`src/sv/ppa_pkg.sv`:
```
package ppa_pkg;

  localparam int CHAN_W = 16;
  localparam int PCT_W = 7;
  localparam int COLOUR_W = 3 * PCT_W;
  localparam int STATUS_W = 3;
  localparam int INDEX_W = 8;
  localparam int PALETTE_ENTRIES_DEF = 256;

  localparam int SCALE_W = 7;
  localparam logic [SCALE_W-1:0] PCT_SCALE = 7'd100;
  localparam logic [PCT_W-1:0] PCT_MAX = 7'd99;

  localparam logic [STATUS_W-1:0] ST_SKIPPED  = 3'd0;
  localparam logic [STATUS_W-1:0] ST_MATCHED  = 3'd1;
  localparam logic [STATUS_W-1:0] ST_NEW      = 3'd2;
  localparam logic [STATUS_W-1:0] ST_FULL     = 3'd3;
  localparam logic [STATUS_W-1:0] ST_RELEASED = 3'd4;

  localparam logic FUNC_LOOKUP  = 1'b0;
  localparam logic FUNC_RELEASE = 1'b1;

endpackage

```
`src/sv/ppa_quant.sv`:
```
module ppa_quant (
  input  logic                       clk,
  input  logic                       pre_en,
  input  logic                       pct_en,
  input  logic [ppa_pkg::CHAN_W-1:0] chan,
  input  logic [ppa_pkg::CHAN_W-1:0] alpha,
  output logic [ppa_pkg::PCT_W-1:0]  pct
);
  import ppa_pkg::*;

  logic [2*CHAN_W-1:0]        pre_prod;
  logic [CHAN_W+SCALE_W-1:0]  pct_prod;
  logic [CHAN_W-1:0]          pre;

  assign pre_prod = chan * alpha;
  assign pct_prod = pre * PCT_SCALE;

  always_ff @(posedge clk) begin
    if (pre_en) begin
      pre <= pre_prod[2*CHAN_W-1:CHAN_W];
    end
    if (pct_en) begin
      pct <= pct_prod[CHAN_W+SCALE_W-1:CHAN_W];
    end
  end

endmodule

```
`config.mk`:
```
export PLATFORM = sky130hd
export DESIGN_NAME = ppa_quant
export DESIGN_NICKNAME = d
export VERILOG_FILES = /design/src/sv/ppa_pkg.sv /design/src/sv/ppa_quant.sv
export SDC_FILE = /design/constraint.sdc
export NUM_CORES = 1
export LEC_CHECK = 0
export BUFFER_PORTS_ARGS = -buffer_cell sky130_fd_sc_hd__buf_2
export CAP_MARGIN = 40
export CORE_UTILIZATION = 25
export CTS_CLUSTER_DIAMETER = 30
export CTS_CLUSTER_SIZE = 40
export DETAILED_ROUTE_END_ITERATION = 8
export GPL_ROUTABILITY_DRIVEN = 0
export PLACE_DENSITY_LB_ADDON = 0.12
export SKIP_CTS_REPAIR_TIMING = 1
export SLEW_MARGIN = 40
export SYNTH_ARGS = -nofsm -noshare
export SYNTH_HDL_FRONTEND = slang
export SYNTH_SLANG_ARGS = --single-unit
```
`constraint.sdc`:
```
create_clock -name clk -period 11.6 [get_ports clk]
set_clock_uncertainty 0.15 [all_clocks]
set_input_delay 1.16 -clock clk [delete_from_list [all_inputs] [get_ports clk]]
set_output_delay 1.16 -clock clk [all_outputs]
set_load 0.02 [all_outputs]
```
* After elaboration in Yosys (flattened, before gate mapping)
Cells that the tools add are included.
Word-level totals: register bits after elaboration 23, bits in latches 0, memory bits (writable) 0, ROM bits 0, input bits 35, output and inout port bits 7, memories 0
Cells by class: $add $sub $neg 0, $mul 2, div/mod/pow operators 0, magnitude comparators 0, equality and inequality tests 0, shift operators 0, multiplexer cells 0, bitwise operators 0, reductions and logical operators 0
Operator list (count):
- multiplier 16 x 16 -> 32 bit | 1
- multiplier 16 x 5 -> 21 bit (second input constant) | 1

* Logic depth before layout (Yosys ltp)
depth in word-level cells 1, gate-level depth with buffers 24, gate-level depth less buffers 23

* Worst setup path after synthesis
OpenSTA, ideal clock, no wires.
path type input port to flip-flop, from in chan[7] (netlist name), to reg pre[13], data pin, arrival time 6741 ps, data required time 11192 ps, setup slack 4451 ps, stages 23, cell sequence clkbuf_1 nand2_1 fa_1 inv_1 fa_1 inv_1 fa_1 inv_1 fa_1 fa_1 inv_1 fa_1 inv_1 ha_1 nand2_1 or3_1 a211o_1 o311a_1 o21ai_4 a21o_4 or3_1 a31oi_1 xnor2_1
On the way: longest elaborated chain between the ends 1
Ends and longest elaborated chain:
- start: declaration | line ppa_quant.sv:5 | input logic [ppa_pkg::CHAN_W-1:0] chan,
- multiplier 16 x 16 -> 32 bit | line ppa_quant.sv:15 | assign pre_prod = chan * alpha;
- net pre_prod[29] | line ppa_quant.sv:11 | logic [2*CHAN_W-1:0] pre_prod;
- end signal: assignment | line ppa_quant.sv:20 | pre <= pre_prod[2*CHAN_W-1:CHAN_W];
- end: declaration | line ppa_quant.sv:13 | logic [CHAN_W-1:0] pre;
The timed path passes the listed nets, and every way through them passes these cells. A chain may end at the register's enable or synchronous reset.

* Final worst setup path
from in chan[13] (netlist name), to reg pre[13], data pin
The elaborated chain is that of the path after synthesis.

==> results_dict.tcl <==
set metrics [dict create \
    status "completed" \
    grt_pass1_vias 7128 \
    syn_nets 1454 \
    hpwl_um 20800 \
    pin_count 42 \
    netlist.area_leader.share 0.4110 \
    synth_area_um2 9888 \
    finalHoldViolations 0 \
    area_growth_pct 8.225 \
    drc_errors 0 \
    synth_cell_types 37 \
    synth_edf_count 23 \
    drive_above_1_share 0.04921 \
    worstPathMaxFanout 16 \
    fp.dieH_um 200.9 \
    die_w_um 200.9 \
    drt_iter0_markers 184 \
    finalMaxSlewViolations 0 \
    synth.avg_cell_area_um2 9.293 \
    track_usage 0.1291 \
    num_antenna_cells 0 \
    ys_seq_area_frac 0.06985 \
    root_buffer "clkbuf_16" \
    end_kind "flip-flop" \
    synth_ff_type "edfxtp_1" \
    start_util 0.2547 \
    numCtsBuffers 3 \
    rsz0062_at_grt "false" \
    synth_cells 1064 \
    grt_pass1_wl_um 40790 \
    final_util 0.2756 \
    wl_per_cell_um 15.78 \
    cts_tree "built" \
    htreeDepth 1 \
    ys_seq_elements 23 \
    fin_nets 1468 \
    clk-insertion-delay-late_ns 0.26 \
    relSlewSlack 0.6704 \
    grt_overflow 0 \
    required_ns 11.47 \
    dr.pass1.iters 4 \
    maxCapViolCount 0 \
    clockBufferDepth 2 \
    antenna_found_initial 0 \
    synthTopCellsByCount "261 x inv_1, 203 x fa_1, 152 x ha_1, 152 x nand2_1, 114 x and2_1" \
    core-area_um2 38830 \
    rows 72 \
    tightest_slew_ns 0.4915 \
    cts.clk_slew.worst_paths_ns 0.06 \
    start_kind "primary input" \
    finalSetupViolCount 0 \
    fin_crit_ns 7.303 \
    die-area_um2 40350 \
    cts.sinks 23 \
    fin_crit_sh 0.6295 \
    critical_path_class "in -> reg" \
    setup-tns-final_ns 0 \
    synth_area_leader_cell "fa_1" \
    dp_cells 1591 \
    final_cell_count_no_fill 1595 \
    grt_max_degree 17 \
    synth_most_common_cell "inv_1" \
    hold_ws_ns 0.7427 \
    ys_warn_count 0 \
    viasPerCell 4.118 \
    wl_um 25160 \
    synthArstFlopShare 0 \
    drtAntennaViolNets 0 \
    fmaxAchievable_mhz 136.9 \
    vias 6568 \
    hold_class "reg -> reg" \
    arrival_ns 7.17 \
    synth.area.top_cells "fa_1 41%, ha_1 19%, inv_1 9.9%" \
    port_buffers 41 \
]
through the flow:
step                      setup WS, ns  instance area [um2]
after CTS                        4.200                10700
after floorplan                  4.451                 9888
final                            4.297                10700
after detailed placement         3.914                10620
after global routing             3.860                10700
after global placement           4.064                10620
sequential cells by signal, indices dropped and copies added, names as in the netlist:
| name | count |
|---|---|
| pre | 16 |
| pct | 7 |
logic make-up after synthesis:
kind of cell,after synthesis,synth area share
flops,23,0.06985
mux,1,0.001012
compound gates,68,0.04505
fa+ha+maj,355,0.6033
simple gates,300,0.1483
buf+inv,293,0.1112
xor+xnor,24,0.02126
final timing paths:
kind / from / to / slack, ns / cells after the start
worst max-delay path: chan[13] / pre[13] / 4.30 / 21
worst min-delay path: pre[14] / pct[6] / 0.74 / 3
worst max register to register: pre[5] / pct[6] / 7.60 / 14
worst min register to register: pre[14] / pct[6] / 0.74 / 3
layout make-up:
cell class,instances,area (um2)
clock inverters,1,5.005
fillers,4175,28130
repair buffers,41,205.2
multi-input cells,748,8098
flip-flops and latches,23,690.7
inverters,261,979.7
well taps,518,648.1
clock buffers,3,75.07
placed cells by master (no fill, tap or decap), types with 2 or more instances in the layout:
cell type,Yosys,final
a21o_1,9,9
o21ai_0,11,11
nand2_1,152,152
o21a_1,2,2
xnor2_1,13,13
nand3_1,8,8
xor2_1,11,11
and2_1,114,114
a21oi_1,26,26
buf_2,0,41
inv_1,261,261
nand4_1,6,6
a211oi_1,2,2
nor2_1,7,7
fa_1,203,203
nor2b_1,4,4
nand2b_1,2,2
a31oi_1,2,2
nor3_1,3,3
a21o_2,4,4
ha_1,152,152
a211o_1,2,2
clkbuf_16,0,3
or3_1,2,2
edfxtp_1,23,23
critical path, stage by stage:
cell      delay [ns]
buf_2           0.35
nand2_1         0.14
fa_1            0.53
fa_1            0.53
fa_1            0.53
inv_1           0.06
fa_1            0.49
fa_1            0.49
inv_1           0.05
fa_1            0.47
inv_1           0.04
ha_1            0.31
a21oi_1         0.25
nand3_1         0.10
a211oi_1        0.42
o311a_1         0.31
o21ai_4         0.10
a21o_4          0.22
or3_1           0.33
a31oi_1         0.21
xnor2_1         0.08
routing by layer:
layer | GRT usage | vias up | wire, um
met5 | 0 | - | 0
met4 | 0.01063 | 0 | 69
met3 | 0.004870 | 4 | 645
met2 | 0.2050 | 80 | 11120
met1 | 0.2001 | 3266 | 13330
li1 | - | 3218 | -
Power is not shown: default switching activity piles up to over one toggle a cycle in this logic, so the estimate is an artifact.
